### src/rtl/core/sblc_pkg.sv
`timescale 1ns / 1ps
// Package for the size-budget LRU cache: widths, codes, FSM and command types.
// No dependencies.
package sblc_pkg;

	localparam int MAX_ENTRIES = 32;
	localparam int SLOT_W      = $clog2(MAX_ENTRIES);
	localparam int COUNT_W     = $clog2(MAX_ENTRIES + 1);
	localparam int ID_W        = 16;
	localparam int PX_W        = 22;
	localparam int BPP_W       = 3;
	localparam int SIZE_W      = 24;
	localparam int BYTES_W     = 27;
	localparam int ADDR_W      = 4;
	localparam int DATA_W      = 32;

	localparam logic [BYTES_W-1:0] CAP_RESET = BYTES_W'(4194304);
	localparam logic [BPP_W-1:0]   BPP_RESET = BPP_W'(2);
	localparam logic [BPP_W-1:0]   BPP_MAX   = BPP_W'(4);

	localparam logic [1:0] REG_CAPACITY = 2'd0;
	localparam logic [1:0] REG_BPP      = 2'd1;
	localparam logic [1:0] REG_KIND     = 2'd2;

	localparam logic [2:0] STS_HIT      = 3'd0;
	localparam logic [2:0] STS_LOADED   = 3'd1;
	localparam logic [2:0] STS_EVICTED  = 3'd2;
	localparam logic [2:0] STS_DROPPED  = 3'd3;
	localparam logic [2:0] STS_IGNORED  = 3'd4;
	localparam logic [2:0] STS_TOOLARGE = 3'd5;
	localparam logic [2:0] STS_CLEARED  = 3'd6;

	localparam logic [1:0] REQ_CLEAR = 2'd2;

	typedef enum logic [2:0] {
		ST_IDLE,
		ST_DECODE,
		ST_MISS,
		ST_EVICT,
		ST_CLEAR
	} sblc_state_t;

	typedef enum logic [3:0] {
		OP_NONE,
		OP_LATCH,
		OP_HIT,
		OP_REFRESH,
		OP_IGNORE,
		OP_TOOBIG,
		OP_EVICT,
		OP_INSERT,
		OP_CLEAR,
		OP_CLEAR_EMPTY
	} sblc_op_t;

	typedef struct packed {
		sblc_op_t op;
	} sblc_cmd_t;

	typedef struct packed {
		logic is_clear;
		logic kind_ok;
		logic hit;
		logic refresh_drop;
		logic too_large;
		logic need_evict;
		logic last_entry;
		logic empty;
	} sblc_stat_t;

endpackage

### src/rtl/core/sblc_ctrl.sv
`timescale 1ns / 1ps
// Controller FSM of the size-budget LRU cache: sequences lookup, eviction,
// insertion and clear. Depends on sblc_pkg.
module sblc_ctrl import sblc_pkg::*; (
	input  logic       clk,
	input  logic       arst_n,
	input  logic       start,
	input  sblc_stat_t stat,
	output sblc_cmd_t  cmd,
	output logic       busy
);

	sblc_state_t state_q, state_d;

	always_ff @(posedge clk or negedge arst_n) begin
		if (!arst_n) begin
			state_q <= ST_IDLE;
		end else begin
			state_q <= state_d;
		end
	end

	always_comb begin
		state_d = state_q;
		case (state_q)
			ST_IDLE: begin
				if (start) state_d = ST_DECODE;
			end
			ST_DECODE: begin
				if (stat.is_clear) state_d = ST_CLEAR;
				else if (!stat.kind_ok) state_d = ST_IDLE;
				else if (stat.hit && stat.refresh_drop) state_d = ST_MISS;
				else if (stat.hit) state_d = ST_IDLE;
				else state_d = ST_MISS;
			end
			ST_MISS: begin
				state_d = stat.too_large ? ST_IDLE : ST_EVICT;
			end
			ST_EVICT: begin
				if (!stat.need_evict) state_d = ST_IDLE;
			end
			ST_CLEAR: begin
				if (stat.empty || stat.last_entry) state_d = ST_IDLE;
			end
			default: state_d = ST_IDLE;
		endcase
	end

	always_comb begin
		cmd.op = OP_NONE;
		busy   = (state_q != ST_IDLE);
		case (state_q)
			ST_IDLE: begin
				if (start) cmd.op = OP_LATCH;
			end
			ST_DECODE: begin
				if (stat.is_clear) cmd.op = OP_NONE;
				else if (!stat.kind_ok) cmd.op = OP_IGNORE;
				else if (stat.hit && stat.refresh_drop) cmd.op = OP_REFRESH;
				else if (stat.hit) cmd.op = OP_HIT;
			end
			ST_MISS: begin
				if (stat.too_large) cmd.op = OP_TOOBIG;
			end
			ST_EVICT: begin
				cmd.op = stat.need_evict ? OP_EVICT : OP_INSERT;
			end
			ST_CLEAR: begin
				cmd.op = stat.empty ? OP_CLEAR_EMPTY : OP_CLEAR;
			end
			default: cmd.op = OP_NONE;
		endcase
	end

endmodule

### src/rtl/core/sblc_dpath.sv
`timescale 1ns / 1ps
// Datapath of the size-budget LRU cache: slot table, recency order, totals
// and result register. Depends on sblc_pkg.
module sblc_dpath import sblc_pkg::*; (
	input  logic               clk,
	input  logic               arst_n,
	input  sblc_cmd_t          cmd,
	output sblc_stat_t         stat,
	input  logic [BYTES_W-1:0] capacity_bytes,
	input  logic [BPP_W-1:0]   bytes_per_pixel,
	input  logic               cache_kind,
	input  logic [1:0]         req_type,
	input  logic [ID_W-1:0]    object_id,
	input  logic [PX_W-1:0]    pixel_count,
	input  logic               refresh,
	output logic               strobe,
	output logic [2:0]         status,
	output logic [ID_W-1:0]    result_id,
	output logic [BYTES_W-1:0] total_bytes,
	output logic [COUNT_W-1:0] entry_count,
	output logic               last
);

	typedef logic [MAX_ENTRIES-1:0][SLOT_W-1:0] ord_arr_t;

	function automatic ord_arr_t f_front(ord_arr_t o, logic [SLOT_W-1:0] p);
		ord_arr_t r;
		r = o;
		for (int j = 0; j < MAX_ENTRIES; j++) begin
			if (j == 0) r[j] = o[p];
			else if (j <= int'(p)) r[j] = o[j-1];
		end
		return r;
	endfunction

	function automatic ord_arr_t f_drop(ord_arr_t o, logic [SLOT_W-1:0] p);
		ord_arr_t r;
		r = o;
		for (int j = 0; j < MAX_ENTRIES - 1; j++) begin
			if (j >= int'(p)) r[j] = o[j+1];
		end
		r[MAX_ENTRIES-1] = o[p];
		return r;
	endfunction

	logic [MAX_ENTRIES-1:0] valid_q, valid_d;
	logic [ID_W-1:0]        key_q   [MAX_ENTRIES];
	logic [SIZE_W-1:0]      bytes_q [MAX_ENTRIES];
	ord_arr_t               ord_q, ord_d;
	logic [BYTES_W-1:0]     res_bytes_q, res_bytes_d;
	logic [COUNT_W-1:0]     count_q, count_d;

	logic [1:0]        req_q;
	logic [ID_W-1:0]   id_q;
	logic              refresh_q;
	logic [SIZE_W-1:0] size_q;
	logic [BPP_W-1:0]  bpp;

	logic [SLOT_W-1:0] hit_slot, hit_pos, drop_pos, drop_slot, ins_slot;
	logic              hit_any;
	logic [BYTES_W:0]  need_sum;

	logic              emit;
	logic [2:0]        emit_sts;
	logic [ID_W-1:0]   emit_id;
	logic              emit_last;
	logic              wr_slot;

	assign bpp = (bytes_per_pixel > BPP_MAX) ? BPP_MAX : bytes_per_pixel;

	always_ff @(posedge clk) begin
		if (cmd.op == OP_LATCH) begin
			req_q     <= req_type;
			id_q      <= object_id;
			refresh_q <= refresh;
			size_q    <= SIZE_W'(pixel_count) * SIZE_W'(bpp);
		end
	end

	always_comb begin
		hit_any  = 1'b0;
		hit_slot = '0;
		for (int i = 0; i < MAX_ENTRIES; i++) begin
			if (valid_q[i] && key_q[i] == id_q) begin
				hit_any  = 1'b1;
				hit_slot = SLOT_W'(i);
			end
		end
		hit_pos = '0;
		for (int p = 0; p < MAX_ENTRIES; p++) begin
			if (ord_q[p] == hit_slot) hit_pos = SLOT_W'(p);
		end
	end

	assign need_sum = {1'b0, res_bytes_q} + (BYTES_W+1)'(size_q);

	always_comb begin
		stat.is_clear     = (req_q == REQ_CLEAR);
		stat.kind_ok      = !req_q[1] && (req_q[0] == cache_kind);
		stat.hit          = hit_any;
		stat.refresh_drop = req_q[0] && refresh_q;
		stat.too_large    = ({3'b0, size_q} >= capacity_bytes);
		stat.need_evict   = (count_q != '0 && need_sum >= {1'b0, capacity_bytes})
			|| (count_q >= COUNT_W'(MAX_ENTRIES));
		stat.last_entry   = (count_q == COUNT_W'(1));
		stat.empty        = (count_q == '0);
	end

	always_comb begin
		case (cmd.op)
			OP_REFRESH: drop_pos = hit_pos;
			OP_EVICT:   drop_pos = SLOT_W'(count_q - COUNT_W'(1));
			default:    drop_pos = '0;
		endcase
	end

	assign drop_slot = ord_q[drop_pos];
	assign ins_slot  = ord_q[count_q[SLOT_W-1:0]];

	always_comb begin
		valid_d     = valid_q;
		ord_d       = ord_q;
		res_bytes_d = res_bytes_q;
		count_d     = count_q;
		emit        = 1'b0;
		emit_sts    = STS_HIT;
		emit_id     = id_q;
		emit_last   = 1'b0;
		wr_slot     = 1'b0;
		case (cmd.op)
			OP_HIT: begin
				ord_d     = f_front(ord_q, hit_pos);
				emit      = 1'b1;
				emit_last = 1'b1;
			end
			OP_REFRESH, OP_EVICT, OP_CLEAR: begin
				valid_d[drop_slot] = 1'b0;
				ord_d       = f_drop(ord_q, drop_pos);
				res_bytes_d = res_bytes_q - BYTES_W'(bytes_q[drop_slot]);
				count_d     = count_q - COUNT_W'(1);
				emit        = 1'b1;
				if (cmd.op == OP_REFRESH) begin
					emit_sts = STS_DROPPED;
				end else if (cmd.op == OP_EVICT) begin
					emit_sts = STS_EVICTED;
					emit_id  = key_q[drop_slot];
				end else begin
					emit_sts  = STS_CLEARED;
					emit_id   = key_q[drop_slot];
					emit_last = (count_q == COUNT_W'(1));
				end
			end
			OP_IGNORE: begin
				emit      = 1'b1;
				emit_sts  = STS_IGNORED;
				emit_last = 1'b1;
			end
			OP_TOOBIG: begin
				emit      = 1'b1;
				emit_sts  = STS_TOOLARGE;
				emit_last = 1'b1;
			end
			OP_INSERT: begin
				valid_d[ins_slot] = 1'b1;
				wr_slot     = 1'b1;
				res_bytes_d = need_sum[BYTES_W-1:0];
				count_d     = count_q + COUNT_W'(1);
				ord_d       = f_front(ord_q, count_q[SLOT_W-1:0]);
				emit        = 1'b1;
				emit_sts    = STS_LOADED;
				emit_last   = 1'b1;
			end
			OP_CLEAR_EMPTY: begin
				emit      = 1'b1;
				emit_sts  = STS_CLEARED;
				emit_id   = '0;
				emit_last = 1'b1;
			end
			default: ;
		endcase
	end

	always_ff @(posedge clk or negedge arst_n) begin
		if (!arst_n) begin
			valid_q     <= '0;
			res_bytes_q <= '0;
			count_q     <= '0;
			strobe      <= 1'b0;
			for (int i = 0; i < MAX_ENTRIES; i++) ord_q[i] <= SLOT_W'(i);
		end else begin
			valid_q     <= valid_d;
			ord_q       <= ord_d;
			res_bytes_q <= res_bytes_d;
			count_q     <= count_d;
			strobe      <= emit;
		end
	end

	always_ff @(posedge clk) begin
		if (wr_slot) begin
			key_q[ins_slot]   <= id_q;
			bytes_q[ins_slot] <= size_q;
		end
		if (emit) begin
			status      <= emit_sts;
			result_id   <= emit_id;
			total_bytes <= res_bytes_d;
			entry_count <= count_d;
			last        <= emit_last;
		end
	end

endmodule

### src/rtl/core/size_budget_lru_cache_unit.sv
`timescale 1ns / 1ps
// Top level of the size-budget LRU cache: config registers, controller and
// datapath. Depends on sblc_pkg, sblc_ctrl, sblc_dpath.
//
// Usage: present a request with start while busy is low; it is taken at that
// edge and busy rises. Each result appears for one cycle with strobe high;
// last marks the final result of a request, and busy is low by then.
// Results cannot be held off. Configuration goes through the APB port
// (capacity at 0x0, bytes per pixel at 0x4, kind at 0x8) while idle.
// Sequence: acceptance in idle, then a decode step; a hit or ignored access
// gives its result from the decode step. A miss passes a miss step, where a
// too-large object gives its result, then an evict step that evicts as needed
// and then inserts. A clear drops the resident entries one by one, or gives one
// result if empty. Evictions walk the recency order one entry per cycle.
// Reset empties the cache, sets the recency order to identity and loads
// the configuration defaults; no clearing pass is needed.
module size_budget_lru_cache_unit import sblc_pkg::*; (
	input  logic               clk,
	input  logic               arst_n,
	input  logic               start,
	output logic               busy,
	input  logic [1:0]         req_type,
	input  logic [ID_W-1:0]    object_id,
	input  logic [PX_W-1:0]    pixel_count,
	input  logic               refresh,
	output logic               strobe,
	output logic [2:0]         status,
	output logic [ID_W-1:0]    result_id,
	output logic [BYTES_W-1:0] total_bytes,
	output logic [COUNT_W-1:0] entry_count,
	output logic               last,
	input  logic               psel,
	input  logic               penable,
	input  logic               pwrite,
	input  logic [ADDR_W-1:0]  paddr,
	input  logic [DATA_W-1:0]  pwdata,
	output logic [DATA_W-1:0]  prdata,
	output logic               pready
);

	logic [BYTES_W-1:0] cap_q;
	logic [BPP_W-1:0]   bpp_q;
	logic               kind_q;
	logic               cfg_wr;
	sblc_cmd_t          cmd;
	sblc_stat_t         stat;

	assign pready = 1'b1;
	assign cfg_wr = psel && penable && pwrite && pready;

	always_ff @(posedge clk or negedge arst_n) begin
		if (!arst_n) begin
			cap_q  <= CAP_RESET;
			bpp_q  <= BPP_RESET;
			kind_q <= 1'b0;
		end else if (cfg_wr) begin
			case (paddr[3:2])
				REG_CAPACITY: cap_q  <= pwdata[BYTES_W-1:0];
				REG_BPP:      bpp_q  <= pwdata[BPP_W-1:0];
				REG_KIND:     kind_q <= pwdata[0];
				default: ;
			endcase
		end
	end

	always_comb begin
		case (paddr[3:2])
			REG_CAPACITY: prdata = DATA_W'(cap_q);
			REG_BPP:      prdata = DATA_W'(bpp_q);
			REG_KIND:     prdata = DATA_W'(kind_q);
			default:      prdata = '0;
		endcase
	end

	sblc_ctrl u_ctrl (
		.clk    (clk),
		.arst_n (arst_n),
		.start  (start),
		.stat   (stat),
		.cmd    (cmd),
		.busy   (busy)
	);

	sblc_dpath u_dpath (
		.clk             (clk),
		.arst_n          (arst_n),
		.cmd             (cmd),
		.stat            (stat),
		.capacity_bytes  (cap_q),
		.bytes_per_pixel (bpp_q),
		.cache_kind      (kind_q),
		.req_type        (req_type),
		.object_id       (object_id),
		.pixel_count     (pixel_count),
		.refresh         (refresh),
		.strobe          (strobe),
		.status          (status),
		.result_id       (result_id),
		.total_bytes     (total_bytes),
		.entry_count     (entry_count),
		.last            (last)
	);

	a_last_idle: assert property (@(posedge clk) disable iff (!arst_n)
		strobe && last |-> !busy) else $error("busy after final result");

	a_take: assert property (@(posedge clk) disable iff (!arst_n)
		start && !busy |=> busy) else $error("transaction not taken");

	a_count: assert property (@(posedge clk) disable iff (!arst_n)
		strobe |-> entry_count <= COUNT_W'(MAX_ENTRIES)) else $error("count overflow");

	a_clear_empty: assert property (@(posedge clk) disable iff (!arst_n)
		strobe && last && status == STS_CLEARED |-> total_bytes == '0 && entry_count == '0)
		else $error("clear left residue");

endmodule
### config.mk
export PLATFORM = sky130hd
export DESIGN_NAME = size_budget_lru_cache_unit
export DESIGN_NICKNAME = d
export VERILOG_FILES = /design/src/rtl/core/sblc_pkg.sv /design/src/rtl/core/sblc_ctrl.sv /design/src/rtl/core/sblc_dpath.sv /design/src/rtl/core/size_budget_lru_cache_unit.sv
export SDC_FILE = /design/constraint.sdc
export NUM_CORES = 2
export LEC_CHECK = 0
export ABC_AREA = 1
export BUFFER_PORTS_ARGS = -buffer_cell sky130_fd_sc_hd__clkbuf_2
export CELL_PAD_IN_SITES_DETAIL_PLACEMENT = 1
export CELL_PAD_IN_SITES_GLOBAL_PLACEMENT = 2
export CORE_UTILIZATION = 25
export CTS_CLUSTER_DIAMETER = 120
export CTS_CLUSTER_SIZE = 12
export DETAILED_ROUTE_END_ITERATION = 8
export GPL_TIMING_DRIVEN = 1
export PLACE_DENSITY_LB_ADDON = 0.1
export SLEW_MARGIN = 20
export SYNTH_ARGS = -nofsm -noshare
export SYNTH_HDL_FRONTEND = slang
export SYNTH_HIERARCHICAL = 1
export SYNTH_SLANG_ARGS = --single-unit
### constraint.sdc
create_clock -name clk -period 18.9 [get_ports clk]
set_input_delay 2.835 -clock clk [delete_from_list [all_inputs] [get_ports clk]]
set_output_delay 2.835 -clock clk [all_outputs]
set_load 0.05 [all_outputs]
# After elaboration in Yosys (flattened, before gate mapping)
# Memory sizes are Yosys's and may differ from the RTL's.
# Cells that the tools add are included.
# Widths: inputs -> output; s select.
# classes
addsub	4
multipliers	1
n_lt_le_gt_ge	104
eq_ne	177
n_mux	234
bitwise_logic	3
n_reduce_logical	89
# ops
operator	count
$mux 5	128
$eq 16x16->1	32
$pmux 160 s3	1
$ne 2x1->1 const B	94
$le 5x5->1 const A	32
$eq 5x5->1	31
$reduce_and 4->1	30
$pmux 27 s3	1
$le 4x5->1 const A	16
$mux 4	19
$bmux 5 s5	3
$ge 5x5->1 const A	15
$pmux 32 s2	1
$mux 3	18
$pmux 27 s2	1
$mux 1	45
$ge 4x5->1 const A	8
$le 3x5->1 const A	8
$logic_and 1x1->1	40
$and 32x32->32	1
$not 32->32	1
$or 32x32->32	1
$pmux 16 s2	1
$lt 5x6->1 const B	5
other kinds (48)	80
# totals
ff_bits	356
mem_bits_rw	1280
input_bits	83
out_inout_bits	88
elab_cells	663
n_memories	2
# memory_table
memory	depth	word_bits	read_ports	rd_clocked_by_memory_dff	write_ports	line	text
u_dpath.bytes_q	32	24	1	0	1	sblc_dpath.sv:48	logic [SIZE_W-1:0] bytes_q [MAX_ENTRIES];
u_dpath.key_q	32	16	33	0	1	sblc_dpath.sv:47	logic [ID_W-1:0] key_q [MAX_ENTRIES];

# Depth between registers and ports, before layout
# An unclocked memory read counts as a cell.
# depth
ltp_word	76
depth_mapped	127
ltp_nobuf	124

# Hierarchy
# Netlist, hierarchy kept.
# by_module_without_submodules
mod	n_inst	cells_each	area_each_um2	seq_area_each_um2
sblc_dpath	1	9621	86850.8	47075.1
size_budget_lru_cache_unit	1	212	1562.7	778.2
sblc_ctrl	1	43	276.5	75.1

# Least setup slack after synthesis
# OpenSTA, ideal clock, no wires.
# synth_timing
path_type	reg-to-reg
start	register u_dpath.size_q[2]
end	register u_dpath.total_bytes[26] (data pin)
setup_time_ns	0.286
arrival_time_ns	12.029
required_ns	18.614
path_slack_ns	6.585
stages_incl_launch_ff	89
n_path_buf	4
period_less_slack_ns	12.315
path_cell_list	edfxtp_1 > ha_1 > nand3_1 > and2_1 > or2_2 > nand2_1 > a21oi_1 > or2_2 > nand2_1 > a21oi_1 > or2_2 > nand2_1 > a21oi_1 > or2_2 > nand2_1 > a21oi_1 > o21ai_0 > nand3_1 > [53 not listed] > o21bai_1 > nand2_1 > nand2_1 > a21oi_1 > o21ai_0 > and2_1 > nor2_1 > o21ai_0 > and2_1 > nor2_1 > o21ai_0 > nand3_1 > nor2_1 > o21ai_0 > nor2_1 > nor4_1 > xor2_1 > o221ai_1
# synth_lines
element	line	text
start, declared	sblc_dpath.sv:56	logic [SIZE_W-1:0] size_q;
start signal, assigned	sblc_dpath.sv:76	size_q <= SIZE_W'(pixel_count) * SIZE_W'(bpp);
end signal, assigned	sblc_dpath.sv:207	total_bytes <= res_bytes_d;
end, declared	sblc_dpath.sv:19	output logic [BYTES_W-1:0] total_bytes,

# Final worst setup path
# layout_timing
start	register u_dpath.id_q[11]
end	register u_dpath.total_bytes[26] (data pin)
# layout_via
elab_chain_len	71
elab_cells_between_ends	206
classes_between	add/sub: 1; eq/ne: 67; mux: 103; reduce/logical: 34; memory: 1
# layout_lines
element	line	text
start, declared	sblc_dpath.sv:54	logic [ID_W-1:0] id_q;
start signal, assigned	sblc_dpath.sv:74	id_q <= object_id;
$eq 16x16->1	sblc_dpath.sv:84	if (valid_q[i] && key_q[i] == id_q) begin
$logic_and 1x1->1	sblc_dpath.sv:84	
$mux 1	sblc_dpath.sv:84	
$mux 2 (2 in series)	sblc_dpath.sv:84	
$mux 3 (4 in series)	sblc_dpath.sv:84	
$mux 4 (8 in series)	sblc_dpath.sv:84	
$mux 5 (16 in series)	sblc_dpath.sv:84	
$eq 5x5->1	sblc_dpath.sv:91	if (ord_q[p] == hit_slot) hit_pos = SLOT_W'(p);
[15 not listed]	n/a	
$mux 5 (16 in series)	sblc_dpath.sv:91	
$pmux 5 s2	sblc_dpath.sv:110	case (cmd.op)
$bmux 5 s5	sblc_dpath.sv:117	assign drop_slot = ord_q[drop_pos];
$mux 5 (not written as such)	sblc_dpath.sv:117	
$mem_v2 32x24	n/a	
$sub 27x24->27	sblc_dpath.sv:139	res_bytes_d = res_bytes_q - BYTES_W'(bytes_q[drop_slot]);
$pmux 27 s2 *	sblc_dpath.sv:130	case (cmd.op)
via u_dpath.res_bytes_d[26]	sblc_dpath.sv:50	logic [BYTES_W-1:0] res_bytes_q, res_bytes_d;
# The timed path passes the listed nets; every way through them passes the cells marked *. The select of a mux whose other input is x is not followed.
# A chain may end at the register's enable or synchronous reset.

==> flow_summary_export.csv <==
group,metric,value,unit
die,initial_core_util,25.1,%
die,chipWidth,598,um
synthesis,yosysSeqAreaShare,54.0,%
finish,net_count_final,10200,
global_route,largest_net_degree_at_the_start_of_global_routing,129,
route,drtAntennaViolNets,0,
placement,detailed_place_hpwl,286000,um
run_status,run_status,"completed",
global_route,grt_util_all_layers,23.4,%
sta,fin_worst_skew,114,ps
synthesis,synth_top_cells_by_area,"edfxtp_1 47%, nand2_1 9.7%, dfrtp_1 5.0%",
placement,place.gp.congestion,0.862,
synthesis,ys_top_cells_by_count,"2,290 x nand2_1, 1,376 x edfxtp_1, 1,100 x inv_1",
worst_setup_path,path_depth,117,
sta,timing.final.crit_period,17240,ps
synthesis,number_of_distinct_library_cell_variants_in_the_gate_level_netlist_after_synthesis,74,
clock_network,cts_made_buffers,162,
power,switching_share,48.9,%
clock_network,cts_hold_buffers_added,0,
worst_setup_path,critical_path.endpoint_type,"flop",
route,remaining_drc_errors,0,
synthesis,ys_seq_elements,1636,
power,pwr-share-comb,48.3,%
sta,timing.final.hold_violations,0,
die,die_area,357000,um^2
die,fp.dieH,598,um
job,drv.max_cap_violation_count,0,
sta,fmax,58.0,MHz
sta,timing_worst_slew_pin_value,1220,ps
power,power.ir.vdd_worst,103,uV
clock_network,clock_root_buffer,"clkbuf_16",
die,rows,218,
clock_network,cts.sink_count,1636,
synthesis,postSynth.topFlopCell,"edfxtp_1",
finish,layout-drive-gt1-share,7.87,%
worst_setup_path,crit_buf_inv,6,
sta,crit_share_post_route,91.2,%
worst_setup_path,crit_fanout,47,
synthesis,mappedNetlistArea,88700,um^2
clock_network,cts_max_level,4,
power,power_per_cell_area,162,nW/um^2
worst_setup_path,worst_path_most_repeated_cell,"nand2_1",
route,drt-vias-per-instance,5.09,
finish,synthToLayoutAreaGrowth,12.7,%
hold_path,timing.hold.worst.class,"reg2reg",
worst_setup_path,path_delay_family,"simple AND/OR/NAND/NOR gates",
route,dr_total_vias,75100,
power,sequentialPowerShare,31.9,%
die,num_io_pins,171,
global_route,antenna_found_initial,23,
global_route,first_pass_grt_wire_length,601000,um
worst_setup_path,crit_path_start_kind,"flop",
global_route,grt.overflow.total,0,
power,switchingPower,7.93,mW
worst_setup_path,critPathMaxStageDelay,1040,ps
finish,postLayoutCoreUtil,28.3,%
clock_network,cts-resized-gates,0,
placement,number_of_buffers_inserted_by_port_buffering,157,
sta,final-setup-viol-count,0,
die,core-area,353000,um^2
power,p_leak,39.8,nW
route,drt_iter0_markers,5987,
sta,timing.max_slew.rel_slack,17.7,%
synthesis,cell_with_the_most_instances_after_synthesis,"nand2_1",
global_route,grt_pass1_vias,76900,
sta,timing_max_transition_violations_final,0,
synthesis,synth_warnings,6,
worst_setup_path,required,19580,ps
sta,rsz0062_at_grt,"no",
clock_network,cts_post_setup_buffers_inserted,0,
synthesis,synth_area_leader_cell,"edfxtp_1",
synthesis,yosys.area.top_type_share,46.6,%
sta,timing.setup.tns,0,ps
clock_network,tritoncts,"done",
worst_setup_path,path_class,"reg2reg",
hold_path,worst_hold_path.num_cells,2,
finish,multi_input_area,34300,um^2
clock_network,cts.clk_slew.worst_paths,60,ps
power,power_report.internal_total,8.28,mW
synthesis,synthesis.instances,9876,
route,drt-total-wl,429000,um
worst_setup_path,crit_slowest_cell,"edfxtp_1",
power,power_frac_clock,19.7,%
synthesis,synth_edf_count,1376,
finish,number_of_filler_cells_placed_in_the_layout,40700,
clock_network,insertion_delay_of_the_later_clocked_pin_in_the_worst_skew_pair,920,ps
synthesis,synth_area_per_cell,8.98,um^2
worst_setup_path,cp_data_arrival_time,17920,ps
worst_setup_path,timing.reg2reg.worst_path_depth,117,
synthesis,synth-async-reset-ratio,15.9,%
route,routed_wire_length_per_instance,29.1,um
route,drt_first_pass_iters,5,
clock_network,cts.path.max_buffers,4,
finish,register_area,47900,um^2
## cell type report
cell class | instances | area share, %
flip-flops and latches | 1636 | 47.9
repair buffers | 385 | 2.80
multi-input cells | 6599 | 34.4
clock inverters | 14 | 0.193
clock buffers | 248 | 4.47
diodes | 3 | 0.00751
well taps | 4730 | 5.92
inverters | 1141 | 4.30
## layout by cell type, fill, tap and decap left out, types with 23 or more instances in the layout
master	synthesis	routed
a2111oi_0	31	31
a21oi_1	331	331
a221oi_1	31	31
buf_4	48	204
clkbuf_1	167	81
clkbuf_16	0	166
clkbuf_2	0	156
dfrtp_1	178	177
dfstp_2	82	82
edfxtp_1	1376	1376
fa_1	23	23
ha_1	128	128
inv_1	1100	1097
inv_2	29	33
nand2_1	2290	2285
nand3_1	538	538
nand3b_1	110	110
nand4_1	161	161
nor2_1	769	727
nor2_4	4	55
nor3_1	101	101
nor4_1	104	102
o2111ai_1	56	55
o211ai_1	64	64
o21ai_0	646	646
o21ai_1	291	291
o221ai_1	31	31
o22ai_1	449	448
xnor2_1	46	46
xor2_1	177	177
## stage by stage
| step | power [mW] | cells | worst slack [ps] | hold WS [ps] | area [um^2] |
|---|---|---|---|---|---|
| 2_1_floorplan | 9.62 | 9880 | 6580 | 450 | 88700 |
| 3_3_place_gp | 13.0 | 14500 | 1480 | 473 | 95100 |
| 3_5_place_dp | 13.1 | 14500 | 1670 | 468 | 95200 |
| 4_1_cts | 16.4 | 14700 | 1510 | 479 | 99800 |
| 5_1_grt | 17.1 | 14800 | 105 | 525 | 100000 |
| 6_report | 16.2 | 14800 | 1660 | 478 | 100000 |
## power groups by stage
stage	Combinational [mW]	Sequential (mW)	Clock, mW
detailed placement	7.81	5.29	0
CTS	7.84	5.22	3.32
global route	8.50	5.22	3.41
floorplan	4.21	5.41	0
global placement	7.74	5.29	0
finish	7.84	5.17	3.20
## cells by family after synthesis
| family | after synthesis | synth area share, % |
|---|---|---|
| xor+xnor | 223 | 2.20 |
| mux | 1 | 0.0127 |
| simple gates | 4171 | 20.2 |
| buf+inv | 1645 | 7.77 |
| fa+ha+maj | 151 | 2.32 |
| other cells | 2 | 0.00847 |
| flops | 1636 | 54.0 |
| compound gates | 2047 | 13.4 |
## registers in the layout, summed over array words and instances (netlist names), 3 cells and up, named ones only
register	flops
bpp_q	3
u_dpath/ord_q	155
cap_q	27
u_dpath/valid_q	32
u_ctrl/state_q	3
u_dpath/id_q	16
u_dpath/size_q	24
u_dpath/total_bytes	27
u_dpath/res_bytes_q	27
u_dpath/entry_count	6
u_dpath/result_id	16
u_dpath/bytes_q	768
u_dpath/status	3
u_dpath/count_q	6
u_dpath/key_q	512
## worst reg2reg max path, delay by kind of cell (launching register included)
family	cells	cell delay, ps
simple gates	98	10800
xor+xnor	1	150
flops	1	1040
fa+ha+maj	1	440
compound gates	11	2560
buf+inv	6	1980
## path summary, 6_finish.rpt
path                                   from                 endpoint  slack, ps
max in group asynchronous            arst_n       u_dpath/ord_q[141]      14570
min in group asynchronous            arst_n       u_dpath/valid_q[1]       1970
setup / recovery           u_dpath/id_q[11]  u_dpath/total_bytes[26]       1660
hold / removal                    cap_q[22]                cap_q[22]        480
setup reg to reg           u_dpath/id_q[11]  u_dpath/total_bytes[26]       1660
hold reg to reg                   cap_q[22]                cap_q[22]        480
## metal layers
| metal | part of all wire (%) | vias to the layer above | track usage (%) |
|---|---|---|---|
| met2 | 46 | 1512 | 38.5 |
| met4 | 2.5 | 0 | 5.55 |
| met1 | 48 | 39000 | 33.3 |
| met3 | 3.4 | 348 | 1.94 |
| li1 | - | 34300 | - |
| met5 | 0 | - | 0 |
No activity file was read; power rests on OpenSTA's default activity.
